===== src/rtl/midpoint_ellipse_raster_defines.svh =====
// assertion macros shared by the ellipse rasterizer modules
`ifndef MIDPOINT_ELLIPSE_RASTER_DEFINES_SVH
`define MIDPOINT_ELLIPSE_RASTER_DEFINES_SVH

// consequent checked in the same cycle as the antecedent
`define MER_ASSERT_SAME(lbl, clk, rst_n, ante, cons) \
    lbl: assert property (@(posedge clk) disable iff (!(rst_n)) (ante) |-> (cons)) \
        else $error("ellipse raster check failed");

// consequent checked in the cycle after the antecedent
`define MER_ASSERT_NEXT(lbl, clk, rst_n, ante, cons) \
    lbl: assert property (@(posedge clk) disable iff (!(rst_n)) (ante) |=> (cons)) \
        else $error("ellipse raster check failed");

`endif


===== src/rtl/mer_pkg.sv =====
// shared types and constants of the midpoint ellipse rasterizer
`default_nettype none

package mer_pkg;

    localparam int RADIUS_BITS_DEF = 10;
    localparam int COORD_BITS_DEF  = 12;

    // input item kinds, carried on tuser
    localparam logic KIND_START = 1'b0;
    localparam logic KIND_STEP  = 1'b1;

    typedef enum logic [3:0] {
        ST_READY,
        ST_INIT_RX2,
        ST_INIT_RY2,
        ST_INIT_SLOPE,
        ST_INIT_LOAD,
        ST_RC_TX,
        ST_RC_TY,
        ST_RC_A,
        ST_RC_B,
        ST_RC_C,
        ST_RC_DONE,
        ST_STEP
    } t_state;

    // operand pair fed to the shared multiplier
    typedef enum logic [3:0] {
        MUL_NONE,
        MUL_RXRX,
        MUL_RYRY,
        MUL_RX2RY,
        MUL_TXTX,
        MUL_TYTY,
        MUL_RY2TA,
        MUL_RX2TB,
        MUL_RX2RY2
    } t_mul_sel;

    // destination of the registered product
    typedef enum logic [3:0] {
        WB_NONE,
        WB_RX2,
        WB_RY2,
        WB_INIT,
        WB_TA,
        WB_TB,
        WB_DEC_SET,
        WB_DEC_ADD,
        WB_DEC_SUB
    } t_wb;

    typedef struct packed {
        t_mul_sel mul_sel;
        t_wb      wb;
        logic     latch_start;
        logic     step_fire;
    } t_cmd;

    typedef struct packed {
        logic busy;
        logic need_rc;
        logic out_free;
    } t_status;

endpackage

`default_nettype wire


===== src/rtl/mer_ctrl.sv =====
// controller state machine: start setup, region change sequence and step issue
`default_nettype none

`include "midpoint_ellipse_raster_defines.svh"

module mer_ctrl
    import mer_pkg::*;
(
    input  wire logic    i_clk,
    input  wire logic    i_rst_n,
    input  wire logic    i_valid,
    input  wire logic    i_kind,
    output logic         o_ready,
    input  wire t_status i_status,
    output t_cmd         o_cmd
);

    t_state r_state;
    t_state n_state;

    always_ff @(posedge i_clk) begin
        if (!i_rst_n) begin
            r_state <= ST_READY;
        end else begin
            r_state <= n_state;
        end
    end

    always_comb begin
        n_state = r_state;
        unique case (r_state)
            ST_READY: begin
                if (i_valid) begin
                    priority if (i_kind == KIND_START) n_state = ST_INIT_RX2;
                    else if (!i_status.busy)         n_state = ST_READY;
                    else if (i_status.need_rc)       n_state = ST_RC_TX;
                    else                             n_state = ST_STEP;
                end
            end
            ST_INIT_RX2:   n_state = ST_INIT_RY2;
            ST_INIT_RY2:   n_state = ST_INIT_SLOPE;
            ST_INIT_SLOPE: n_state = ST_INIT_LOAD;
            ST_INIT_LOAD:  n_state = ST_READY;
            ST_RC_TX:      n_state = ST_RC_TY;
            ST_RC_TY:      n_state = ST_RC_A;
            ST_RC_A:       n_state = ST_RC_B;
            ST_RC_B:       n_state = ST_RC_C;
            ST_RC_C:       n_state = ST_RC_DONE;
            ST_RC_DONE:    n_state = ST_STEP;
            ST_STEP: begin
                if (i_status.out_free) n_state = ST_READY;
            end
            default:       n_state = ST_READY;
        endcase
    end

    always_comb begin
        o_ready = 1'b0;
        o_cmd   = '{mul_sel: MUL_NONE, wb: WB_NONE, latch_start: 1'b0, step_fire: 1'b0};
        unique case (r_state)
            ST_READY: begin
                o_ready           = 1'b1;
                o_cmd.latch_start = i_valid && (i_kind == KIND_START);
            end
            ST_INIT_RX2: o_cmd.mul_sel = MUL_RXRX;
            ST_INIT_RY2: begin
                o_cmd.mul_sel = MUL_RYRY;
                o_cmd.wb      = WB_RX2;
            end
            ST_INIT_SLOPE: begin
                o_cmd.mul_sel = MUL_RX2RY;
                o_cmd.wb      = WB_RY2;
            end
            ST_INIT_LOAD: o_cmd.wb = WB_INIT;
            ST_RC_TX:     o_cmd.mul_sel = MUL_TXTX;
            ST_RC_TY: begin
                o_cmd.mul_sel = MUL_TYTY;
                o_cmd.wb      = WB_TA;
            end
            ST_RC_A: begin
                o_cmd.mul_sel = MUL_RY2TA;
                o_cmd.wb      = WB_TB;
            end
            ST_RC_B: begin
                o_cmd.mul_sel = MUL_RX2TB;
                o_cmd.wb      = WB_DEC_SET;
            end
            ST_RC_C: begin
                o_cmd.mul_sel = MUL_RX2RY2;
                o_cmd.wb      = WB_DEC_ADD;
            end
            ST_RC_DONE: o_cmd.wb = WB_DEC_SUB;
            ST_STEP:    o_cmd.step_fire = i_status.out_free;
            default: ;
        endcase
    end

    `MER_ASSERT_NEXT(a_start_enters_setup, i_clk, i_rst_n, i_valid && o_ready && (i_kind == KIND_START), r_state == ST_INIT_RX2)
    `MER_ASSERT_NEXT(a_step_waits_on_output, i_clk, i_rst_n, (r_state == ST_STEP) && !i_status.out_free, r_state == ST_STEP)
    `MER_ASSERT_NEXT(a_region_change_to_step, i_clk, i_rst_n, r_state == ST_RC_DONE, r_state == ST_STEP)

endmodule

`default_nettype wire


===== src/rtl/mer_datapath.sv =====
// datapath: held inputs, shared multiplier, offset and decision registers, result register
`default_nettype none

`include "midpoint_ellipse_raster_defines.svh"

module mer_datapath
    import mer_pkg::*;
#(
    parameter  int RADIUS_BITS = RADIUS_BITS_DEF,
    parameter  int COORD_BITS  = COORD_BITS_DEF,
    localparam int IN_TD_W     = ((2 * RADIUS_BITS + 2 * COORD_BITS + 7) / 8) * 8,
    localparam int OUT_TD_W    = ((4 * (COORD_BITS + 2) + 7) / 8) * 8
) (
    input  wire logic                i_clk,
    input  wire logic                i_rst_n,
    input  wire logic [IN_TD_W-1:0]  i_data,
    input  wire t_cmd                i_cmd,
    output t_status                  o_status,
    output logic                     o_valid,
    input  wire logic                i_ready,
    output logic [OUT_TD_W-1:0]      o_data,
    output logic                     o_last
);

    localparam int R     = RADIUS_BITS;
    localparam int C     = COORD_BITS;
    localparam int OUT_W = C + 2;
    localparam int MW    = 2 * R + 2;
    localparam int PW    = 2 * MW;
    localparam int ST_W  = 3 * R + 4;
    localparam int DEC_W = 4 * R + 8;
    localparam int X_W   = R + 1;
    localparam int Y_W   = R + 2;
    localparam int EXT_W = ((OUT_W > Y_W) ? OUT_W : Y_W) + 1;

    logic [R-1:0]              r_rx, r_ry;
    logic [C-1:0]              r_cx, r_cy;
    logic [2*R-1:0]            r_rx2, r_ry2, n_rx2, n_ry2;
    logic [PW-1:0]             r_prod;
    logic [MW-1:0]             r_ta, r_tb, n_ta, n_tb;
    logic [X_W-1:0]            r_x, n_x;
    logic signed [Y_W-1:0]     r_y, n_y;
    logic signed [ST_W-1:0]    r_sx, r_sy, n_sx, n_sy;
    logic signed [DEC_W-1:0]   r_dec, n_dec;
    logic                      r_region2, n_region2;
    logic                      r_busy, n_busy;
    logic                      r_o_valid, n_o_valid;
    logic [OUT_TD_W-1:0]       r_o_data;
    logic                      r_o_last;

    logic [MW-1:0]             mul_a, mul_b;
    logic [PW-1:0]             mul_p;
    logic signed [Y_W:0]       ty_s;
    logic [Y_W:0]              ty_abs;

    // step update terms
    logic [X_W-1:0]            x_inc;
    logic signed [Y_W-1:0]     y_dec;
    logic signed [ST_W-1:0]    two_ry2, two_rx2, sx_inc, sy_dec;
    logic signed [DEC_W-1:0]   sx_inc_e, sy_dec_e, rx2_e, ry2_e, prod_e, term;
    logic signed [DEC_W-1:0]   init_dec;
    logic                      step_last;

    // mirrored coordinates
    logic [EXT_W-1:0]          cx_e, cy_e, x_e, y_e;
    logic [EXT_W-1:0]          xp_s, xm_s, yp_s, ym_s;

    assign ty_s   = $signed({r_y[Y_W-1], r_y}) - $signed((Y_W+1)'(1));
    assign ty_abs = ty_s[Y_W] ? (Y_W+1)'(-ty_s) : ty_s;

    always_comb begin
        mul_a = '0;
        mul_b = '0;
        unique case (i_cmd.mul_sel)
            MUL_NONE: ;
            MUL_RXRX: begin
                mul_a = MW'(r_rx);
                mul_b = MW'(r_rx);
            end
            MUL_RYRY: begin
                mul_a = MW'(r_ry);
                mul_b = MW'(r_ry);
            end
            MUL_RX2RY: begin
                mul_a = MW'(r_rx2);
                mul_b = MW'(r_ry);
            end
            MUL_TXTX: begin
                mul_a = MW'({r_x, 1'b1});
                mul_b = MW'({r_x, 1'b1});
            end
            MUL_TYTY: begin
                mul_a = MW'(ty_abs);
                mul_b = MW'(ty_abs);
            end
            MUL_RY2TA: begin
                mul_a = MW'(r_ry2);
                mul_b = r_ta;
            end
            MUL_RX2TB: begin
                mul_a = MW'(r_rx2);
                mul_b = r_tb;
            end
            MUL_RX2RY2: begin
                mul_a = MW'(r_rx2);
                mul_b = MW'(r_ry2);
            end
            default: ;
        endcase
    end

    assign mul_p = mul_a * mul_b;

    assign x_inc    = r_x + X_W'(1);
    assign y_dec    = r_y - $signed(Y_W'(1));
    assign two_ry2  = $signed(ST_W'({r_ry2, 1'b0}));
    assign two_rx2  = $signed(ST_W'({r_rx2, 1'b0}));
    assign sx_inc   = r_sx + two_ry2;
    assign sy_dec   = r_sy - two_rx2;
    assign sx_inc_e = DEC_W'(sx_inc);
    assign sy_dec_e = DEC_W'(sy_dec);
    assign rx2_e    = $signed(DEC_W'(r_rx2));
    assign ry2_e    = $signed(DEC_W'(r_ry2));
    assign prod_e   = $signed(DEC_W'(r_prod));
    // 4*ry^2 - 4*rx^2*ry + rx^2, product holds rx^2*ry
    assign init_dec = (ry2_e <<< 2) - (prod_e <<< 2) + rx2_e;
    assign step_last = r_region2 && y_dec[Y_W-1];

    always_comb begin
        n_rx2     = r_rx2;
        n_ry2     = r_ry2;
        n_ta      = r_ta;
        n_tb      = r_tb;
        n_x       = r_x;
        n_y       = r_y;
        n_sx      = r_sx;
        n_sy      = r_sy;
        n_dec     = r_dec;
        n_region2 = r_region2;
        n_busy    = r_busy;
        term      = '0;
        unique case (i_cmd.wb)
            WB_NONE: ;
            WB_RX2:  n_rx2 = r_prod[2*R-1:0];
            WB_RY2:  n_ry2 = r_prod[2*R-1:0];
            WB_INIT: begin
                n_x       = '0;
                n_y       = $signed(Y_W'(r_ry));
                n_sx      = '0;
                n_sy      = $signed(ST_W'({r_prod[3*R-1:0], 1'b0}));
                n_dec     = init_dec;
                n_region2 = 1'b0;
                n_busy    = 1'b1;
            end
            WB_TA:      n_ta = r_prod[MW-1:0];
            WB_TB:      n_tb = r_prod[MW-1:0];
            WB_DEC_SET: n_dec = prod_e;
            WB_DEC_ADD: n_dec = r_dec + (prod_e <<< 2);
            WB_DEC_SUB: begin
                n_dec     = r_dec - (prod_e <<< 2);
                n_region2 = 1'b1;
            end
            default: ;
        endcase
        if (i_cmd.step_fire) begin
            if (!r_region2) begin
                n_x  = x_inc;
                n_sx = sx_inc;
                if (r_dec[DEC_W-1]) begin
                    term = sx_inc_e + ry2_e;
                end else begin
                    n_y  = y_dec;
                    n_sy = sy_dec;
                    term = sx_inc_e - sy_dec_e + ry2_e;
                end
            end else begin
                n_y  = y_dec;
                n_sy = sy_dec;
                if (!r_dec[DEC_W-1] && (r_dec != '0)) begin
                    term = rx2_e - sy_dec_e;
                end else begin
                    n_x  = x_inc;
                    n_sx = sx_inc;
                    term = sx_inc_e - sy_dec_e + rx2_e;
                end
            end
            n_dec = r_dec + (term <<< 2);
            if (step_last) n_busy = 1'b0;
        end
    end

    assign n_o_valid = i_cmd.step_fire ? 1'b1 : (i_ready ? 1'b0 : r_o_valid);

    assign cx_e = EXT_W'(r_cx);
    assign cy_e = EXT_W'(r_cy);
    assign x_e  = EXT_W'(r_x);
    assign y_e  = {{(EXT_W-Y_W){r_y[Y_W-1]}}, r_y};
    assign xp_s = cx_e + x_e;
    assign xm_s = cx_e - x_e;
    assign yp_s = cy_e + y_e;
    assign ym_s = cy_e - y_e;

    always_ff @(posedge i_clk) begin
        if (!i_rst_n) begin
            r_region2 <= 1'b0;
            r_busy    <= 1'b0;
            r_o_valid <= 1'b0;
        end else begin
            r_region2 <= n_region2;
            r_busy    <= n_busy;
            r_o_valid <= n_o_valid;
        end
    end

    always_ff @(posedge i_clk) begin
        if (i_cmd.latch_start) begin
            r_rx <= i_data[R-1:0];
            r_ry <= i_data[2*R-1:R];
            r_cx <= i_data[2*R+C-1:2*R];
            r_cy <= i_data[2*R+2*C-1:2*R+C];
        end
        r_prod <= mul_p;
        r_rx2  <= n_rx2;
        r_ry2  <= n_ry2;
        r_ta   <= n_ta;
        r_tb   <= n_tb;
        r_x    <= n_x;
        r_y    <= n_y;
        r_sx   <= n_sx;
        r_sy   <= n_sy;
        r_dec  <= n_dec;
        if (i_cmd.step_fire) begin
            r_o_data <= OUT_TD_W'({ym_s[OUT_W-1:0], yp_s[OUT_W-1:0],
                                   xm_s[OUT_W-1:0], xp_s[OUT_W-1:0]});
            r_o_last <= step_last;
        end
    end

    assign o_status.busy     = r_busy;
    assign o_status.need_rc  = !r_region2 && (r_sx >= r_sy);
    assign o_status.out_free = !r_o_valid || i_ready;
    assign o_valid = r_o_valid;
    assign o_data  = r_o_data;
    assign o_last  = r_o_last;

    `MER_ASSERT_NEXT(a_init_arms_region_one, i_clk, i_rst_n, i_cmd.wb == WB_INIT, r_busy && !r_region2)
    `MER_ASSERT_NEXT(a_step_loads_result, i_clk, i_rst_n, i_cmd.step_fire, r_o_valid)

endmodule

`default_nettype wire


===== src/rtl/midpoint_ellipse_raster.sv =====
// top level of the midpoint ellipse rasterizer
//
//  channel   dir  handshake              payload
//  s side    in   i_s_tvalid/o_s_tready  tdata: radius_x, radius_y, center_x, center_y
//                                        tuser: kind (0 start, 1 step)
//  m side    out  o_m_tvalid/i_m_tready  tdata: x_plus, x_minus, y_plus, y_minus
//                                        tlast: last point group of the ellipse
//
// a start item: accept, then squares and rx^2*ry on the shared multiplier
// a step item: accept, then one decision update into the result register (a step while idle is dropped)
// the first step past the slope crossover first forms the region-2 decision products
// a step waits in its update cycle while the result register is full and not taken
// reset clears control state only; no clearing pass
`default_nettype none

module midpoint_ellipse_raster
    import mer_pkg::*;
#(
    parameter  int RADIUS_BITS = RADIUS_BITS_DEF,
    parameter  int COORD_BITS  = COORD_BITS_DEF,
    localparam int IN_TD_W     = ((2 * RADIUS_BITS + 2 * COORD_BITS + 7) / 8) * 8,
    localparam int OUT_TD_W    = ((4 * (COORD_BITS + 2) + 7) / 8) * 8
) (
    input  wire logic                i_clk,
    input  wire logic                i_rst_n,
    input  wire logic                i_s_tvalid,
    output logic                     o_s_tready,
    // radius_x, radius_y, center_x, center_y, zero pad
    input  wire logic [IN_TD_W-1:0]  i_s_tdata,
    // kind
    input  wire logic                i_s_tuser,
    output logic                     o_m_tvalid,
    input  wire logic                i_m_tready,
    // x_plus, x_minus, y_plus, y_minus, zero pad
    output logic [OUT_TD_W-1:0]      o_m_tdata,
    output logic                     o_m_tlast
);

    t_cmd    cmd;
    t_status status;

    mer_ctrl u_ctrl (
        .i_clk    (i_clk),
        .i_rst_n  (i_rst_n),
        .i_valid  (i_s_tvalid),
        .i_kind   (i_s_tuser),
        .o_ready  (o_s_tready),
        .i_status (status),
        .o_cmd    (cmd)
    );

    mer_datapath #(
        .RADIUS_BITS (RADIUS_BITS),
        .COORD_BITS  (COORD_BITS)
    ) u_datapath (
        .i_clk    (i_clk),
        .i_rst_n  (i_rst_n),
        .i_data   (i_s_tdata),
        .i_cmd    (cmd),
        .o_status (status),
        .o_valid  (o_m_tvalid),
        .i_ready  (i_m_tready),
        .o_data   (o_m_tdata),
        .o_last   (o_m_tlast)
    );

endmodule

`default_nettype wire


===== config.mk =====
export PLATFORM = sky130hd
export DESIGN_NAME = midpoint_ellipse_raster
export DESIGN_NICKNAME = d
export VERILOG_FILES = /design/src/rtl/mer_pkg.sv /design/src/rtl/mer_ctrl.sv /design/src/rtl/mer_datapath.sv /design/src/rtl/midpoint_ellipse_raster.sv
export VERILOG_INCLUDE_DIRS = /design/src /design/src/rtl
export SDC_FILE = /design/constraint.sdc
export NUM_CORES = 2
export LEC_CHECK = 0
export BUFFER_PORTS_ARGS = -buffer_cell sky130_fd_sc_hd__buf_2
export CORE_UTILIZATION = 60
export DETAILED_ROUTE_END_ITERATION = 10
export PLACE_DENSITY_LB_ADDON = 0.12
export RECOVER_POWER = 100
export SYNTH_ARGS = -nofsm -noshare
export SYNTH_HDL_FRONTEND = slang
export SYNTH_SLANG_ARGS = --single-unit
export TNS_END_PERCENT = 5

===== constraint.sdc =====
create_clock -name i_clk -period 9.6 [get_ports i_clk]
set_clock_uncertainty 0.15 [all_clocks]
set_input_delay 0.96 -clock i_clk [delete_from_list [all_inputs] [get_ports i_clk]]
set_output_delay 0.96 -clock i_clk [all_outputs]
set_load 0.02 [all_outputs]

==> metrics <==
area of placed instances 53600 um2; RSZ-0062 raised after global routing yes; Port Buffer Count 106; fin area 55200 um2; WHS 342 ps; Hold Path Class reg -> reg; Die Area 83500 um2; GR Util All Layers 38.2%; Initial DRT Pass Iterations 7; Max-cap violations 0; total CTS buffers 44; clock tree sinks 369; worst setup margin -99.6 ps; critical path type reg -> reg; Vias per Instance 6.26; vias in the first global route 43400; Max Freq 0.103 GHz; worst slew pin tran 1170 ps; die height 289 um; Synth Net Count 6882; status finished with violations; Top Ports 112; later-pin clock latency in the skew report 610 ps; iteration-0 DRC count of the detailed router 4807; maximum root-to-sink buffer count 3; # setup viols final 7; Mean Syn Cell Area 8.32 um2; Max FO, Critical Path 5; DRC Markers 0; Worst setup SP type flop; total gr overflow 0; predominant post-synthesis flop cell edfxtp_1; CP arrival 10070 ps; first-pass GRT wire length 246000 um; PD cells 115 nW/um2; RD Place Congestion 1.03; DP Wirelength 132000 um; area grow syn2layout 11.8%; post-synthesis register bit count 369; Final nets 7220; Reg2Reg Setup Slack -100 ps; starting density of the core 61.0%; static leakage 25.4 nW; Finished Layout Cells 7376; Mapped Cells 5939; slowest stage delay, CP 560 ps; htree depth 2; most common cell type on the critical path fa_1; Post-Syn Area 49400 um2; ys async rst share 0%; Worst Setup End Kind flop; Worst-path clk slew 60 ps; Core ar. 80900 um2; fin crit share 101%; sequential-to-total area share from yosys stat 19.6%; Slew HR 21.8%; vias 46100; largest net degree at the start of global routing 88; Die X 289 um; Wirelength per Cell 22.0 um; CTS Hold Bufs 0; failing checks negative setup slack; initial antenna violation count 3; placed insts 7288; maximum vdd drop 126 uV; CTS tree yes; final WL 162000 um; Finished Core Util 68.2%; # rows 104; EDFF count, synth 231; layout cells sized above 1 10.9%; synth unique cells 105; Required @ worst endpoint 9970 ps; min cycle time layout 9700 ps; Fin. Hold Viols 0; Final ANT Viol Nets 0; synth warn 0; Final Power 6.35 mW; Crit-path slowest cell o21ai_0; Clk Tree Root Cell clkbuf_16; Max Slew Vio Count 0
[final timing paths]
path                            start  cells past startpoint               endpoint
hold / removal    u_datapath.r_sy[32]                      2    u_datapath.r_sy[32]
hold reg to reg   u_datapath.r_sy[32]                      2    u_datapath.r_sy[32]
setup reg to reg    u_datapath.r_y[1]                     37  u_datapath.r_prod[27]
setup / recovery    u_datapath.r_y[1]                     37  u_datapath.r_prod[27]
[synth_stat cells (all sizes together) (64+ instances only)]
library cell  number  area (um2)
inv              670        2510
nand2            650        2440
ha               519        6490
nor2             508        1930
a21oi            417        2090
fa               371        7430
o21ai            327        1640
xnor2            294        2570
edfxtp           231        6940
a21o             176        1320
clkbuf           173         649
xor2             146        1280
dfxtp            138        2760
nand3            116         581
nor3             107         552
a211oi            64         485
[power by group]
part | internal, mW | switching (mW) | leakage, nW
Sequential | 1.73 | 0.0472 | 3.23
Clock | 0.906 | 0.745 | 0.669
Combinational | 1.24 | 1.68 | 21.5
Total | 3.88 | 2.47 | 25.4
[stage by stage]
| step | worst slack [ps] | setup TNS (ps) |
|---|---|---|
| 4_1_cts | -70.6 | -127 |
| 3_5_place_dp | -596 | -2910 |
| 5_1_grt | -430 | -5200 |
| 6_report | -99.6 | -431 |
| 2_1_floorplan | -61.1 | -61.1 |
| 3_3_place_gp | -489 | -2090 |
[sequential cells by signal, summed over array words and instances (netlist names), 20 cells and up]
signal             flops
u_datapath.r_ta       22
u_datapath.r_ry2      20
u_datapath.r_sx       34
u_datapath.r_dec      48
u_datapath.r_tb       22
u_datapath.r_sy       34
u_datapath.o_data     52
u_datapath.r_rx2      20
u_datapath.r_prod     42
[critical path: cells and delay by family (launching register included)]
kind | cells | cell delay [ps]
DFF | 1 | 310
and+or+nand+nor | 10 | 1900
adders and majority gates | 9 | 4230
buffers and inverters | 8 | 900
xor gates and xnor gates | 2 | 220
AOI/OAI and AO/OA | 8 | 1930
[routing by layer]
metal  up-vias  GRT usage, %  wire length, um
li1      21300             -                -
met1     22300          53.5            66900
met2      2192          59.5            71300
met3       334          6.58            17500
met4         2          13.0             6300
met5         -             0               13
[layout make-up]
| type | count | area [um2] |
|---|---|---|
| fill | 6767 | 25700 |
| clock inverter | 21 | 211 |
| inverter | 671 | 2520 |
| timing repair buffer | 497 | 3590 |
| clock buffer | 61 | 1180 |
| sequential | 369 | 9700 |
| tap | 1060 | 1330 |
| multi-input combinational | 4694 | 36700 |
| antenna | 3 | 7.51 |
[repair_timing]
item | in CTS | in global routing
pin swaps | 9 | 18
endpoints found under the hold margin | 0 | 0
buffers inserted | 0 | 3
resized for setup | 31 | 35
endpoints found under the setup margin | 13 | 31
[logic make-up after synthesis]
family | share of synthesized area, %
AOI/OAI and AO/OA | 19.9
and+or+nand+nor | 17.4
DFF | 19.6
xor gates and xnor gates | 7.80
other | 0.00759
adders and majority gates | 28.2
muxes | 0.345
buffers and inverters | 6.75
[placed cells by master, fill, tap and decap left out, types with 44 or more instances in the layout]
master / instances
o21bai_1: 50
nor3_1: 102
dfxtp_1: 136
o21a_1: 62
o21ai_0: 313
inv_1: 666
buf_4: 371
fa_1: 369
edfxtp_1: 231
a211oi_1: 58
xnor2_1: 293
a21oi_1: 407
nand4_1: 61
xor2_1: 145
clkbuf_16: 44
nand2_1: 646
a22oi_1: 56
a21o_1: 176
nand2b_1: 60
nor2_1: 498
ha_1: 516
nand3_1: 113
nor2b_1: 46
and3_1: 58
buf_2: 98
and2_1: 61
Note: power is estimated with default switching activity, not from simulation.
